==> src/rtl/emb_pkg.sv <==
// Shared types and constants for the echo median bar-graph mapper.
`default_nettype none
package emb_pkg;

    localparam int DIV_W = 26;
    localparam int DEN_W = 9;
    localparam int ECHO_W = 15;
    localparam int DIST_W = 14;
    localparam int LIM_W = 9;

    localparam logic [ECHO_W-1:0] ECHO_TIMEOUT_US = 15'd30000;
    localparam logic [DEN_W-1:0] US_PER_CM = 9'd58;
    localparam logic [19:0] RECIP_58 = 20'd578525;
    localparam int RECIP_58_SH = 21;
    localparam logic [16:0] Q16_ONE = 17'd65536;
    localparam logic [16:0] Q16_HALF = 17'd32768;
    localparam logic [7:0] LEVEL_MAX = 8'd255;
    localparam logic [12:0] RECIP_100 = 13'd5243;
    localparam int RECIP_SH = 19;

    localparam logic REG_NEAR = 1'b0;
    localparam logic REG_FAR = 1'b1;

    typedef enum logic [7:0] {
        ST_IDLE  = 8'b0000_0001,
        ST_SCAN  = 8'b0000_0010,
        ST_DIST  = 8'b0000_0100,
        ST_RDIV  = 8'b0000_1000,
        ST_COLOR = 8'b0001_0000,
        ST_LIT1  = 8'b0010_0000,
        ST_LIT2  = 8'b0100_0000,
        ST_DONE  = 8'b1000_0000
    } emb_state_t;

    typedef struct packed {
        logic busy;
        logic done;
    } div_status_t;

endpackage
`default_nettype wire

==> src/rtl/emb_div.sv <==
// Restoring divider, one quotient bit per cycle.
`default_nettype none
module emb_div (
    input  wire logic                        aclk,
    input  wire logic                        aresetn,
    input  wire logic                        start,
    input  wire logic [emb_pkg::DIV_W-1:0]   dividend,
    input  wire logic [emb_pkg::DEN_W-1:0]   divisor,
    output logic [emb_pkg::DIV_W-1:0]        quotient,
    output emb_pkg::div_status_t             status
);

    localparam int CW = $clog2(emb_pkg::DIV_W);

    logic [emb_pkg::DEN_W-1:0] rem_reg, rem_next;
    logic [emb_pkg::DEN_W-1:0] den_reg;
    logic [emb_pkg::DIV_W-1:0] dq_reg, dq_next;
    logic [CW-1:0]             cnt_reg;
    logic                      busy_reg;
    logic                      done_reg;
    logic [emb_pkg::DEN_W:0]   shifted;
    logic [emb_pkg::DEN_W:0]   diff;
    logic                      fits;

    always_comb begin
        shifted = {rem_reg, dq_reg[emb_pkg::DIV_W-1]};
        diff = shifted - {1'b0, den_reg};
        fits = shifted >= {1'b0, den_reg};
        rem_next = fits ? diff[emb_pkg::DEN_W-1:0] : shifted[emb_pkg::DEN_W-1:0];
        dq_next = {dq_reg[emb_pkg::DIV_W-2:0], fits};
    end

    always_ff @(posedge aclk) begin
        if (!aresetn) begin
            busy_reg <= 1'b0;
            done_reg <= 1'b0;
            cnt_reg <= '0;
        end else if (start) begin
            busy_reg <= 1'b1;
            done_reg <= 1'b0;
            cnt_reg <= '0;
        end else if (busy_reg) begin
            cnt_reg <= cnt_reg + CW'(1);
            if (cnt_reg == CW'(emb_pkg::DIV_W - 1)) begin
                busy_reg <= 1'b0;
                done_reg <= 1'b1;
            end
        end else begin
            done_reg <= 1'b0;
        end
    end

    always_ff @(posedge aclk) begin
        if (start) begin
            rem_reg <= '0;
            dq_reg <= dividend;
            den_reg <= divisor;
        end else if (busy_reg) begin
            rem_reg <= rem_next;
            dq_reg <= dq_next;
        end
    end

    assign quotient = dq_reg;
    assign status = '{busy: busy_reg, done: done_reg};

`ifndef SYNTH
    a_no_restart: assert property (@(posedge aclk) disable iff (!aresetn)
        busy_reg |-> !start)
        else $error("divider restarted while busy");
    a_done_after_busy: assert property (@(posedge aclk) disable iff (!aresetn)
        $rose(done_reg) |-> $past(busy_reg))
        else $error("divider done without a run");
    a_busy_done_excl: assert property (@(posedge aclk) disable iff (!aresetn)
        !(busy_reg && done_reg))
        else $error("divider busy and done together");
`endif

endmodule
`default_nettype wire

==> src/rtl/echo_median_bargraph_mapper_unit.sv <==
// Echo median filter with distance-to-bar-graph mapping, top level.
//
// channel | dir | handshake         | content
// s_      | in  | s_tvalid/s_tready | s_tdata[14:0] echo_us
// m_      | out | m_tvalid/m_tready | m_tuser[0] dist_valid, m_tdata fields
// cfg_    | in  | cfg_wr_en         | cfg_index 0 near_limit_cm, 1 far_limit_cm
//
// From accept to result a beat passes these steps: the ring scan checks one
// candidate per cycle, a reciprocal multiply gives the distance, the 26-step
// divider forms the ratio, then the states ST_COLOR, ST_LIT1 and ST_LIT2 do the
// color and bar mapping and ST_DONE loads the output register. Without a ratio
// division the divider is skipped; with no valid sample the scan goes to ST_DONE.
// s_tready returns with the result, so a new beat is taken only once the last is through.
// Reset clears the ring, the pointer and the limits to 2 and 100 cm.
// A waiting result is held in the output register while the next beat is taken.
`default_nettype none
module echo_median_bargraph_mapper_unit #(
    parameter int WINDOW = 5,
    parameter int LED_COUNT = 9
) (
    input  wire logic        aclk,
    input  wire logic        aresetn,
    input  wire logic        s_tvalid,
    output logic             s_tready,
    input  wire logic [15:0] s_tdata,   // [14:0] echo_us
    output logic             m_tvalid,
    input  wire logic        m_tready,
    output logic [39:0]      m_tdata,   // [13:0] distance_q4, [21:14] red_level,
                                        // [29:22] green_level, [33:30] lit_count
    output logic [0:0]       m_tuser,   // [0] dist_valid
    input  wire logic        cfg_wr_en,
    input  wire logic [0:0]  cfg_index,
    input  wire logic [8:0]  cfg_data
);

    localparam int PTR_W = $clog2(WINDOW);
    localparam int CNT_W = $clog2(WINDOW + 1);
    localparam int PROD_W = $clog2(100 * (LED_COUNT - 1) + 1);
    localparam int RP_W = PROD_W + 13;
    localparam int LIT_W = $clog2(LED_COUNT + 1);
    localparam int EW = emb_pkg::ECHO_W;

    emb_pkg::emb_state_t state_reg;

    logic [EW-1:0]             ring_reg [WINDOW];
    logic [PTR_W-1:0]          wptr_reg;
    logic [PTR_W-1:0]          cand_reg;
    logic [emb_pkg::LIM_W-1:0] near_reg;
    logic [emb_pkg::LIM_W-1:0] far_reg;
    logic [EW-1:0]             med_reg;
    logic                      start_reg;
    logic                      valid_reg;
    logic [emb_pkg::DIST_W-1:0] dq4_reg;
    logic [16:0]               ratio_reg;
    logic [7:0]                red_reg;
    logic [7:0]                green_reg;
    logic [6:0]                pct_reg;
    logic [PROD_W-1:0]         prod_reg;
    logic [LIT_W-1:0]          lit_reg;
    logic                      m_tvalid_reg;
    logic [39:0]               m_tdata_reg;
    logic [0:0]                m_tuser_reg;

    logic [EW-1:0]             echo_in;
    logic [CNT_W-1:0]          nz_cnt;
    logic [CNT_W-1:0]          lt_cnt;
    logic [CNT_W-1:0]          le_cnt;
    logic [CNT_W-1:0]          k_idx;
    logic [EW-1:0]             cand_val;
    logic                      hit;

    logic [emb_pkg::DIV_W-1:0] div_dividend;
    logic [emb_pkg::DEN_W-1:0] div_divisor;
    logic [emb_pkg::DIV_W-1:0] div_quo;
    emb_pkg::div_status_t      div_st;

    logic [EW+19:0]            dist_mul;
    logic [emb_pkg::DIST_W-1:0] q_dist;
    logic                      ratio_go;
    logic [12:0]               near16;
    logic [emb_pkg::DIST_W-1:0] dist_over;
    logic [24:0]               red_mul;
    logic [24:0]               green_mul;
    logic [23:0]               pct_mul;
    logic [RP_W-1:0]           recip_mul;
    logic [LIT_W-1:0]          lit_full;

    assign echo_in = (s_tdata[EW-1:0] > emb_pkg::ECHO_TIMEOUT_US) ? '0 : s_tdata[EW-1:0];

    always_comb begin
        nz_cnt = '0;
        lt_cnt = '0;
        le_cnt = '0;
        cand_val = ring_reg[cand_reg];
        for (int i = 0; i < WINDOW; i++) begin
            if (ring_reg[i] != '0) begin
                nz_cnt = nz_cnt + CNT_W'(1);
                if (ring_reg[i] < cand_val) lt_cnt = lt_cnt + CNT_W'(1);
                if (ring_reg[i] <= cand_val) le_cnt = le_cnt + CNT_W'(1);
            end
        end
        k_idx = nz_cnt >> 1;
        hit = (cand_val != '0) && (lt_cnt <= k_idx) && (k_idx < le_cnt);
    end

    assign near16 = {near_reg, 4'b0000};
    assign dist_mul = (EW+20)'(med_reg) * (EW+20)'(emb_pkg::RECIP_58);
    assign q_dist = dist_mul[emb_pkg::RECIP_58_SH +: emb_pkg::DIST_W];
    assign ratio_go = (state_reg == emb_pkg::ST_DIST) &&
                      !(far_reg <= near_reg || q_dist <= {1'b0, near16});
    assign dist_over = dq4_reg - {1'b0, near16};
    assign div_dividend = {dist_over, 12'b0};
    assign div_divisor = far_reg - near_reg;

    emb_div u_div (
        .aclk     (aclk),
        .aresetn  (aresetn),
        .start    (start_reg),
        .dividend (div_dividend),
        .divisor  (div_divisor),
        .quotient (div_quo),
        .status   (div_st)
    );

    always_comb begin
        red_mul = 25'(emb_pkg::LEVEL_MAX) * (25'(emb_pkg::Q16_ONE) - 25'(ratio_reg));
        green_mul = 25'(emb_pkg::LEVEL_MAX) * 25'(ratio_reg);
        pct_mul = 24'(ratio_reg) * 24'd100;
        recip_mul = RP_W'(prod_reg) * RP_W'(emb_pkg::RECIP_100);
        lit_full = LIT_W'(recip_mul >> emb_pkg::RECIP_SH) + LIT_W'(1);
    end

    always_ff @(posedge aclk) begin
        if (!aresetn) begin
            near_reg <= 9'd2;
            far_reg <= 9'd100;
        end else if (cfg_wr_en) begin
            unique case (cfg_index[0])
                emb_pkg::REG_NEAR: near_reg <= cfg_data;
                emb_pkg::REG_FAR:  far_reg <= cfg_data;
                default: ;
            endcase
        end
    end

    always_ff @(posedge aclk) begin
        if (!aresetn) begin
            state_reg <= emb_pkg::ST_IDLE;
            wptr_reg <= '0;
            cand_reg <= '0;
            start_reg <= 1'b0;
            m_tvalid_reg <= 1'b0;
            for (int i = 0; i < WINDOW; i++) ring_reg[i] <= '0;
        end else begin
            start_reg <= ratio_go;
            if (m_tvalid_reg && m_tready && state_reg != emb_pkg::ST_DONE)
                m_tvalid_reg <= 1'b0;
            unique case (state_reg)
                emb_pkg::ST_IDLE: begin
                    if (s_tvalid) begin
                        ring_reg[wptr_reg] <= echo_in;
                        wptr_reg <= (wptr_reg == PTR_W'(WINDOW - 1)) ? '0 :
                                    wptr_reg + PTR_W'(1);
                        cand_reg <= '0;
                        state_reg <= emb_pkg::ST_SCAN;
                    end
                end
                emb_pkg::ST_SCAN: begin
                    if (nz_cnt == '0) begin
                        state_reg <= emb_pkg::ST_DONE;
                    end else if (hit) begin
                        state_reg <= emb_pkg::ST_DIST;
                    end else begin
                        cand_reg <= cand_reg + PTR_W'(1);
                    end
                end
                emb_pkg::ST_DIST: begin
                    if (ratio_go) begin
                        state_reg <= emb_pkg::ST_RDIV;
                    end else begin
                        state_reg <= emb_pkg::ST_COLOR;
                    end
                end
                emb_pkg::ST_RDIV: begin
                    if (div_st.done) state_reg <= emb_pkg::ST_COLOR;
                end
                emb_pkg::ST_COLOR: state_reg <= emb_pkg::ST_LIT1;
                emb_pkg::ST_LIT1:  state_reg <= emb_pkg::ST_LIT2;
                emb_pkg::ST_LIT2:  state_reg <= emb_pkg::ST_DONE;
                emb_pkg::ST_DONE: begin
                    if (!m_tvalid_reg || m_tready) begin
                        m_tvalid_reg <= 1'b1;
                        state_reg <= emb_pkg::ST_IDLE;
                    end
                end
                default: state_reg <= emb_pkg::ST_IDLE;
            endcase
        end
    end

    always_ff @(posedge aclk) begin
        unique case (state_reg)
            emb_pkg::ST_SCAN: begin
                valid_reg <= nz_cnt != '0;
                med_reg <= cand_val;
            end
            emb_pkg::ST_DIST: begin
                dq4_reg <= q_dist;
                if (far_reg <= near_reg) begin
                    ratio_reg <= (q_dist >= {1'b0, near16}) ? emb_pkg::Q16_ONE : '0;
                end else begin
                    ratio_reg <= '0;
                end
            end
            emb_pkg::ST_RDIV: begin
                if (div_st.done) begin
                    ratio_reg <= (div_quo > emb_pkg::DIV_W'(emb_pkg::Q16_ONE)) ?
                                 emb_pkg::Q16_ONE : div_quo[16:0];
                end
            end
            emb_pkg::ST_COLOR: begin
                if (ratio_reg < emb_pkg::Q16_HALF) begin
                    red_reg <= emb_pkg::LEVEL_MAX;
                    green_reg <= green_mul[22:15];
                end else begin
                    red_reg <= red_mul[22:15];
                    green_reg <= emb_pkg::LEVEL_MAX;
                end
                pct_reg <= pct_mul[22:16];
            end
            emb_pkg::ST_LIT1: prod_reg <= PROD_W'(32'(pct_reg) * 32'(LED_COUNT - 1));
            emb_pkg::ST_LIT2: lit_reg <= lit_full;
            emb_pkg::ST_DONE: begin
                if (!m_tvalid_reg || m_tready) begin
                    if (valid_reg) begin
                        m_tdata_reg <= {6'b0, 4'(lit_reg), green_reg, red_reg, dq4_reg};
                        m_tuser_reg <= 1'b1;
                    end else begin
                        m_tdata_reg <= '0;
                        m_tuser_reg <= 1'b0;
                    end
                end
            end
            default: ;
        endcase
    end

    assign s_tready = state_reg == emb_pkg::ST_IDLE;
    assign m_tvalid = m_tvalid_reg;
    assign m_tdata = m_tdata_reg;
    assign m_tuser = m_tuser_reg;

`ifndef SYNTH
    a_one_at_a_time: assert property (@(posedge aclk) disable iff (!aresetn)
        (s_tvalid && s_tready) |=> !s_tready)
        else $error("beat accepted while previous beat in work");
    a_invalid_zero: assert property (@(posedge aclk) disable iff (!aresetn)
        (m_tvalid && !m_tuser[0]) |-> (m_tdata == '0))
        else $error("invalid result carries nonzero fields");
    a_color_full: assert property (@(posedge aclk) disable iff (!aresetn)
        (m_tvalid && m_tuser[0]) |-> (m_tdata[21:14] == 8'd255 || m_tdata[29:22] == 8'd255))
        else $error("bar color has no full channel");
    a_ptr_range: assert property (@(posedge aclk) disable iff (!aresetn)
        wptr_reg <= PTR_W'(WINDOW - 1))
        else $error("write pointer out of range");
    a_scan_hit: assert property (@(posedge aclk) disable iff (!aresetn)
        (state_reg == emb_pkg::ST_SCAN && nz_cnt != '0 && cand_reg == PTR_W'(WINDOW - 1))
        |-> hit)
        else $error("median not found in scan");
`endif

endmodule
`default_nettype wire
==> config.mk <==
export PLATFORM = sky130hd
export DESIGN_NAME = echo_median_bargraph_mapper_unit
export DESIGN_NICKNAME = d
export VERILOG_FILES = /design/src/rtl/emb_pkg.sv /design/src/rtl/emb_div.sv /design/src/rtl/echo_median_bargraph_mapper_unit.sv
export SDC_FILE = /design/constraint.sdc
export NUM_CORES = 1
export LEC_CHECK = 0
export BUFFER_PORTS_ARGS = -buffer_cell sky130_fd_sc_hd__buf_2
export CELL_PAD_IN_SITES_DETAIL_PLACEMENT = 2
export CELL_PAD_IN_SITES_GLOBAL_PLACEMENT = 2
export CORE_MARGIN = 2
export CORE_UTILIZATION = 47
export CTS_BUF_LIST = sky130_fd_sc_hd__clkbuf_8 sky130_fd_sc_hd__clkbuf_16
export DETAILED_ROUTE_END_ITERATION = 10
export PLACE_DENSITY_LB_ADDON = 0.1
export SLEW_MARGIN = 20
export SYNTH_ARGS = -nofsm -noshare
export SYNTH_HDL_FRONTEND = slang
export SYNTH_SLANG_ARGS = --single-unit
==> constraint.sdc <==
create_clock -name aclk -period 21.6 [get_ports aclk]
set_clock_uncertainty 0.05 [all_clocks]
set_input_delay 6.48 -clock aclk [delete_from_list [all_inputs] [get_ports aclk]]
set_output_delay 6.48 -clock aclk [all_outputs]
set_load 0.005 [all_outputs]
==> results.json, run 1 <==
{
  "coreArea_sq_um": 62900,
  "slowest_delay_ps": 720,
  "fin_crit_sh_pct": 41.4,
  "p_leak_nw": 15.1,
  "cts.sinks": 324,
  "synth_edf_count": 259,
  "synthTopCellsByArea": "edfxtp_1, ha_1, fa_1",
  "synthFlopType": "edfxtp_1",
  "slowest_stage": "fa_1",
  "yosys.area.top_type": "edfxtp_1",
  "nets": 3572,
  "place_congestion": 0.873,
  "arrival_ps": 9460,
  "muxShareOfSynthArea_pct": 3.65,
  "fmax_mhz": 112,
  "synthAdderAreaFrac_pct": 37.9,
  "setup-tns-final_ps": 0,
  "cp_max_fo": 9,
  "critPathCaptureType": "register",
  "dieArea_sq_um": 65300,
  "final_util_pct": 51.7,
  "overflow": 0,
  "ys_ff_latch": 324,
  "vias_per_cell": 5.61,
  "cap_violations": 0,
  "hold_slack_ps": 384,
  "antenna_found_initial": 2,
  "power-per-cell-area_nw_per_um2": 151,
  "final_common_cell": "inv_1",
  "num_rows": 92,
  "layout_min_cycle_time_ps": 8950,
  "numCtsBuffers": 40,
  "multi_input_area_sq_um": 18500,
  "ant_nets": 0,
  "yosysWarnings": 0,
  "largest_reg_flops": 120,
  "postSynthAreaPerCell_sq_um": 10.9,
  "cts_tree": "done",
  "yosysTopAreaCellShare_pct": 26.2,
  "initial_core_util_pct": 47.3,
  "firstDrtPassIters": 5,
  "final-instance-count-excl-fill": 3686,
  "hold_class": "register to register",
  "cts.clk_slew.worst_paths_ps": 60,
  "grtUsageMet2_pct": 55.1,
  "num_vias": 20664,
  "vdd_drop_max_v": 0.000206,
  "clock_path_buffers": 3,
  "die_width_um": 256,
  "status": "finished clean",
  "htreeDepth": 2,
  "ys_seq_area_share_pct": 30.5,
  "grt_use_total_pct": 28.7,
  "async_reset_ff_share_pct": 0,
  "wl_per_cell_um": 24.8,
  "antenna_cells": 0,
  "root_buffer": "clkbuf_16",
  "placedCellCount": 3612,
  "io_pins": 74,
  "cp-start-kind": "register",
  "post-cts-setup-buffer-count": 0,
  "rsz0062_at_grt": "no",
  "synthSimpleGateAreaFrac_pct": 10.2,
  "grtUsageMet1_pct": 32.1,
  "yosys.cell_types.count": 82,
  "finalWirelength_mm": 91.3,
  "setup_viol": 0,
  "grt_pass1_wl_mm": 145,
  "postCtsHoldBufs": 0,
  "worstPathRequired_ps": 22110,
  "grt_pass1_vias": 24814,
  "fillers": 6297,
  "worst_slew_margin_rel_pct": 21.2,
  "fp.dieH_um": 256,
  "dp_hpwl_mm": 73.2,
  "portBuffers": 66,
  "grt_max_degree": 44,
  "ff_latch_area_sq_um": 9080,
  "path_class": "register to register",
  "tightest_slew_ps": 1150,
  "cts_resized": 0,
  "final_cell_mix": "inv_1, ha_1, fa_1, edfxtp_1, nor2_1",
  "netlist_instances": 2723,
  "synth_compound_area_share_pct": 7.21,
  "synth_top_family_by_area": "adder cells",
  "hold_violations": 0,
  "met3_usage_pct": 3.24,
  "insertion_delay_ps": 620,
  "crit_top_cell": "fa_1",
  "grt_busiest_layer": "met2",
  "drcViolationCount": 0,
  "drive_above_1_share_pct": 7.89,
  "synth_xor_area_share_pct": 3.06,
  "slew_violations": 0,
  "netlist_area_sq_um": 29700,
  "syn2layout_area_growth_pct": 9.39,
  "drtIter0Drc": 774
}
==> area by class of cell <==
type | count | area share, %
Clock buffer | 42 | 3.16
Clock inverter | 32 | 1.22
Inverter | 536 | 6.19
Multi-Input combinational cell | 1823 | 56.8
Sequential cell | 324 | 27.9
Tap cell | 846 | 3.25
Timing Repair Buffer | 83 | 1.41
==> synth_stat cells (all sizes together), types with 38 or more instances <==
cell type	n
nor2	171
nand2	133
nand3	38
ha	454
a21oi	73
a21o	42
fa	279
edfxtp	259
and2	61
dfxtp	65
o21ai	65
inv	536
xnor2	53
==> per-layer routing <==
| metal | routed length [um] | share of wire (%) |
|---|---|---|
| met2 | 49600 | 54 |
| met5 | 0 | 0 |
| met4 | 4210 | 4.6 |
| met1 | 34800 | 38 |
| met3 | 2720 | 3.0 |
==> power breakdown <==
part	leakage, nW	total, W	switching (W)	internal (W)
Sequential	2.96	0.000818	0.0000440	0.000774
Combinational	11.4	0.00337	0.00206	0.00131
Clock	0.701	0.000733	0.000299	0.000434
Total	15.1	0.00492	0.00240	0.00252
==> critical path: cells and delay by family (launching register included) <==
family,cells,cell delay (ps)
AOI/OAI and AO/OA,11,3200
adders and majority gates,8,3920
DFF,1,590
xor gates and xnor gates,1,160
buffers and inverters,4,250
and+or+nand+nor,4,740
==> through the flow <==
step / cell area, sq um / setup slack [ps] / total power [W]
finish: 32500 / 12650 / 0.00492
global route: 32500 / 12220 / 0.00532
CTS: 32500 / 12600 / 0.00496
detailed placement: 31100 / 12130 / 0.00416
global placement: 31100 / 12210 / 0.00385
floorplan: 29700 / 12920 / 0.00302
==> logic make-up after synthesis <==
logic type      Yosys count
other cells               1
xor+xnor                 95
fa+ha+maj               733
buf+inv                 581
compound gates          314
mux                      70
simple gates            605
flops                   324
==> final timing paths <==
| kind | from | end | slack (ps) | depth (start not counted) |
|---|---|---|---|---|
| hold reg to reg | pct_reg[4] | prod_reg[7] | 380 | 0 |
| hold / removal | pct_reg[4] | prod_reg[7] | 380 | 0 |
| setup reg to reg | med_reg[4] | start_reg | 12650 | 28 |
| setup / recovery | med_reg[4] | start_reg | 12650 | 28 |
No activity file was read; power rests on OpenSTA's default activity.
==> run 2: changes to the inputs <==
Settings changed: CORE_UTILIZATION 47 to 40.
Clock period 21.6 ns to 7.15 ns, I/O delays scaled along.
==> run 2 against run 1 <==
Compared with the run above:
- the flow now finishes with violations (setup timing)
- critical path depth decreased by 1
- hold slack got worse by 8.7 ps
- final cell count increased by 7.3%
- global-route usage decreased by 5.6 points
- total power increased to 3.4 times the previous value
- clock-buffer cell count decreased by 2
- clock power increased to 2.7 times the previous value
- utilization decreased by 5.3 points
- fmax increased by 24%
- largest cell class unchanged
==> results.json, run 2 (synthesis results as in run 1) <==
{
  "wl_met1_mm": 35.0,
  "wl_met2_mm": 46.5,
  "firstDrtPassIters": 4,
  "num_rows": 99,
  "setup_viol": 1,
  "insertion_delay_ps": 610,
  "overflow": 0,
  "cts_tree": "done",
  "violations": "setup timing",
  "drtIter0Drc": 638,
  "initial_core_util_pct": 40.5,
  "clock_path_buffers": 3,
  "rsz0062_at_grt": "yes",
  "cts.sinks": 324,
  "postCtsHoldBufs": 0,
  "cp-start-kind": "register",
  "htreeDepth": 2,
  "crit_top_cell": "fa_1",
  "rrSetupSlack_ps": -40,
  "coreArea_sq_um": 73300,
  "syn2layout_area_growth_pct": 14.6,
  "status": "complete, but fails checks",
  "cap_violations": 0,
  "fin_crit_sh_pct": 101,
  "reg2reg_from": "med_reg[4]",
  "power.total_w": 0.0166,
  "critPathCaptureType": "register",
  "nets": 3730,
  "worst_slew_margin_rel_pct": 35.2,
  "preCtsSetupSlack_ps": -498,
  "dieArea_sq_um": 76500,
  "slew_violations": 0,
  "fp.dieH_um": 277,
  "slowest_stage": "fa_1",
  "dp_hpwl_mm": 71.8,
  "vias_per_cell": 5.21,
  "path_class": "register to register",
  "final_common_cell": "inv_1",
  "wl_per_cell_um": 21.8,
  "antenna_cells": 0,
  "worst_slack_ps": -43.1,
  "worstPathRequired_ps": 7530,
  "numCtsBuffers": 40,
  "cts.clk_slew.worst_paths_ps": 60,
  "setup.worst_path.start": "med_reg[4]",
  "final_cell_mix": "inv_1, ha_1, fa_1, edfxtp_1, buf_4",
  "arrival_ps": 7580,
  "fmax_mhz": 139,
  "antenna_found_initial": 1,
  "portBuffers": 66,
  "root_buffer": "clkbuf_16",
  "hp-start": "pct_reg[5]",
  "wl_met3_mm": 2.20,
  "ant_nets": 0,
  "slowest_delay_ps": 590,
  "num_vias": 20627,
  "io_pins": 74,
  "drive_above_1_share_pct": 14.4,
  "layout_min_cycle_time_ps": 7190,
  "hold_violations": 0,
  "vdd_drop_max_v": 0.000689,
  "grt_pass1_wl_mm": 138,
  "top_layer": "met4",
  "finalWirelength_mm": 86.3,
  "grt_use_total_pct": 23.1,
  "tightest_slew_ps": 971,
  "cp_max_fo": 3,
  "power-per-cell-area_nw_per_um2": 487,
  "drcViolationCount": 0,
  "largest_reg_flops": 120,
  "hold_slack_ps": 375,
  "fillers": 7478,
  "grt_max_degree": 41,
  "hold_class": "register to register",
  "die_width_um": 277,
  "place_congestion": 0.852,
  "grt_pass1_vias": 24632,
  "p_leak_nw": 15.9
}
## run 2: final timing paths
path | endpoint | depth (start not counted)
max | ratio_reg[16] | 27
min | prod_reg[8] | 0
max reg2reg | ratio_reg[16] | 27
min reg2reg | prod_reg[8] | 0
## run 2: critical path, delay by kind of cell, from the launching register on
kind,cells,cell delay [ps]
flip-flops,1,430
AO/OA/AOI/OAI,8,1600
buffers and inverters,6,470
adder cells (fa/ha/maj),8,3630
AND/OR/NAND/NOR,4,700
XOR/XNOR,1,170
## run 2: what timing repair did
| action | 4_1_cts | 5_1_grt |
|---|---|---|
| endpoints found under the hold margin | 0 | 0 |
| setup endpoints to repair | 17 | 20 |
| gates resized for setup | 31 | 33 |
| buffers inserted | 8 | 11 |
| pin swaps | 29 | 27 |
## run 2: report_power, final
| part | internal (W) | total [W] | switching (W) |
|---|---|---|---|
| Sequential | 0.00234 | 0.00245 | 0.000115 |
| Combinational | 0.00545 | 0.0121 | 0.00667 |
| Clock | 0.00112 | 0.00201 | 0.000896 |
## run 2: stage by stage
step	instances	setup TNS, ps	area, sq um	utilization, %
2_1_floorplan	2728	0	29800	-
3_3_place_gp	3865	-1450	32300	44.1
3_5_place_dp	3865	-3030	32300	44.1
4_1_cts	3945	-5.17	33800	46.1
5_1_grt	3956	-906	34100	46.5
6_report	3956	-43.1	34100	46.5
## run 2: cell type report
cell class	instances	area [sq um]	area share, %
Timing Repair Buffer	241	1680	4.92
Multi-Input combinational cell	1823	18800	55.2
Clock buffer	40	1000	2.94
Tap cell	959	1200	3.52
Inverter	536	2020	5.92
Sequential cell	324	9080	26.7
Clock inverter	33	292	0.856
## run 2: layer usage
layer | vias up | track usage, %
met2 | 249 | 44.5
li1 | 9642 | -
met1 | 10616 | 26.8
met5 | - | 0
met3 | 120 | 2.41
met4 | 0 | 6.58
==> run 3: changes to the inputs <==
Settings changed: PLACE_DENSITY set to 0.9, PLACE_DENSITY_LB_ADDON 0.1 to not set.
==> run 3 against run 2 <==
Compared with the run above:
- the flow still finishes with violations (setup timing)
- total power up 20%
- die area unchanged
- final area up 0.84%
- critical path depth up 2
- combinational power up 26%
- final cell count down 0.38%
- critical path type unchanged
- highest routed layer is now met5
==> results.json, run 3 (synthesis results as in run 1) <==
{
  "fmax_mhz": 126,
  "final_cell_mix": "inv_1, ha_1, fa_1, edfxtp_1, nor2_1",
  "final-instance-count-excl-fill": 3941,
  "rrSetupSlack_ps": -790,
  "grt_max_degree": 44,
  "finalWirelength_mm": 131,
  "cp-start-kind": "register",
  "reg2reg_from": "med_reg[6]",
  "status": "complete, but fails checks",
  "setup_viol": 8,
  "power-per-cell-area_nw_per_um2": 580,
  "insertion_delay_ps": 590,
  "violations": "setup timing",
  "largest_reg_flops": 120,
  "place_congestion": 0.877,
  "stdcell_area_sq_um": 34400,
  "worst_slack_ps": -794,
  "firstDrtPassIters": 5,
  "placed_cell_area_sq_um": 32100,
  "cts.sinks": 324,
  "power.total_w": 0.0199,
  "worstPathRequired_ps": 7480,
  "final_common_cell": "inv_1",
  "numCtsBuffers": 41,
  "final_util_pct": 46.8,
  "slew_violations": 0,
  "overflow": 0,
  "fin_crit_sh_pct": 111,
  "rsz0062_at_grt": "yes",
  "hp-start": "pct_reg[2]",
  "hold_end": "prod_reg[5]",
  "io_pins": 74,
  "hold_violations": 0,
  "grt_use_total_pct": 30.5,
  "hold_class": "register to register",
  "drive_above_1_share_pct": 15.2,
  "portBuffers": 66,
  "vias_per_cell": 5.98,
  "slowest_delay_ps": 650,
  "critPathCaptureType": "register",
  "p_leak_nw": 15.9,
  "cap_violations": 0,
  "fp.dieH_um": 277,
  "rr_worst_depth": 29,
  "syn2layout_area_growth_pct": 15.5,
  "initial_core_util_pct": 40.5,
  "vdd_drop_max_v": 0.000621,
  "arrival_ps": 8280,
  "slowest_stage": "fa_2",
  "grt_pass1_vias": 27620,
  "drtIter0Drc": 1544,
  "layout_min_cycle_time_ps": 7940,
  "drcViolationCount": 0,
  "num_vias": 23574,
  "cts.clk_slew.worst_paths_ps": 70,
  "antenna_found_initial": 3,
  "grt_pass1_wl_mm": 176,
  "cts_tree": "done",
  "placedCellCount": 3836,
  "num_rows": 99,
  "preCtsSetupSlack_ps": -768,
  "dp_hpwl_mm": 83.9,
  "die_width_um": 277,
  "fillers": 7348,
  "cp_max_fo": 3,
  "nets": 3713,
  "root_buffer": "clkbuf_16",
  "htreeDepth": 2,
  "worst_slew_margin_rel_pct": 24.4,
  "wl_per_cell_um": 33.3,
  "hold_depth": 0,
  "ant_nets": 0,
  "regToRegEndpoint": "ratio_reg[16]",
  "dieArea_sq_um": 76500,
  "postCtsHoldBufs": 0,
  "clock_path_buffers": 3,
  "coreArea_sq_um": 73300,
  "path_class": "register to register",
  "crit_top_cell": "fa_1",
  "tightest_slew_ps": 1130
}
[run 3: cell count changes in the layout (fill, tap and decap cells not counted), sizes merged]
| cell | delta |
|---|---|
| diode | +1 |
| buf | -18 |
| bufinv | +2 |
| clkbuf | +2 |
| inv | +5 |
| clkinv | -8 |
| clkinvlp | +1 |
[run 3: what timing repair did]
action                                  CTS  global route
setup buffers                            10            20
resized for setup                        57            64
endpoints found under the setup margin   18            19
pin swaps                                35            52
[run 3: critical path: cells and delay by family (launching register included)]
family / cells / cell delay (ps)
buffers and inverters: 6 / 590
AOI/OAI and AO/OA: 6 / 1360
DFF: 1 / 440
xor gates and xnor gates: 1 / 120
and+or+nand+nor: 8 / 1240
adders and majority gates: 8 / 3960
[run 3: how the worst max path moves through the flow]
stage                    start       endpoint  slack [ps]  depth (start not counted)
CTS                 med_reg[5]      start_reg        -260                         29
finish              med_reg[6]  ratio_reg[16]        -790                         29
detailed placement  med_reg[4]   state_reg[4]        -770                         30
floorplan           med_reg[4]   state_reg[4]          20                         28
global placement    med_reg[4]   state_reg[4]        -300                         30
global route        med_reg[6]  ratio_reg[16]        -830                         29
[run 3: layout make-up]
type	count	area [sq um]	share of cell area, %
diodes	1	2.50	0.00728
clock buffers	42	1040	3.03
clock inverters	33	290	0.845
inverters	536	2020	5.87
multi-input cells	1823	19200	55.8
flip-flops and latches	324	9080	26.4
well taps	959	1200	3.49
repair buffers	223	1560	4.54
[run 3: power by group]
| part | switching [W] | total (W) | internal (W) | leakage [nW] |
|---|---|---|---|---|
| combinational | 0.00893 | 0.0153 | 0.00635 | 12.3 |
| sequential | 0.000126 | 0.00246 | 0.00234 | 2.96 |
| clock | 0.000988 | 0.00220 | 0.00121 | 0.680 |
| total | 0.0100 | 0.0199 | 0.00990 | 15.9 |
[run 3: per-layer routing]
metal | up-vias | part of all wire [%] | global-route usage, %
met3 | 711 | 5.1 | 4.31
met1 | 12053 | 33 | 30.0
met2 | 1186 | 52 | 58.8
met5 | - | 0.021 | 0
met4 | 4 | 10 | 20.7
li1 | 9620 | - | -
[run 3: stage by stage]
stage | setup TNS [ps] | hold WS [ps]
2_1_floorplan | 0 | 350
3_3_place_gp | -1020 | 353
3_5_place_dp | -5440 | 369
4_1_cts | -954 | 376
5_1_grt | -4040 | 398
6_report | -3600 | 388
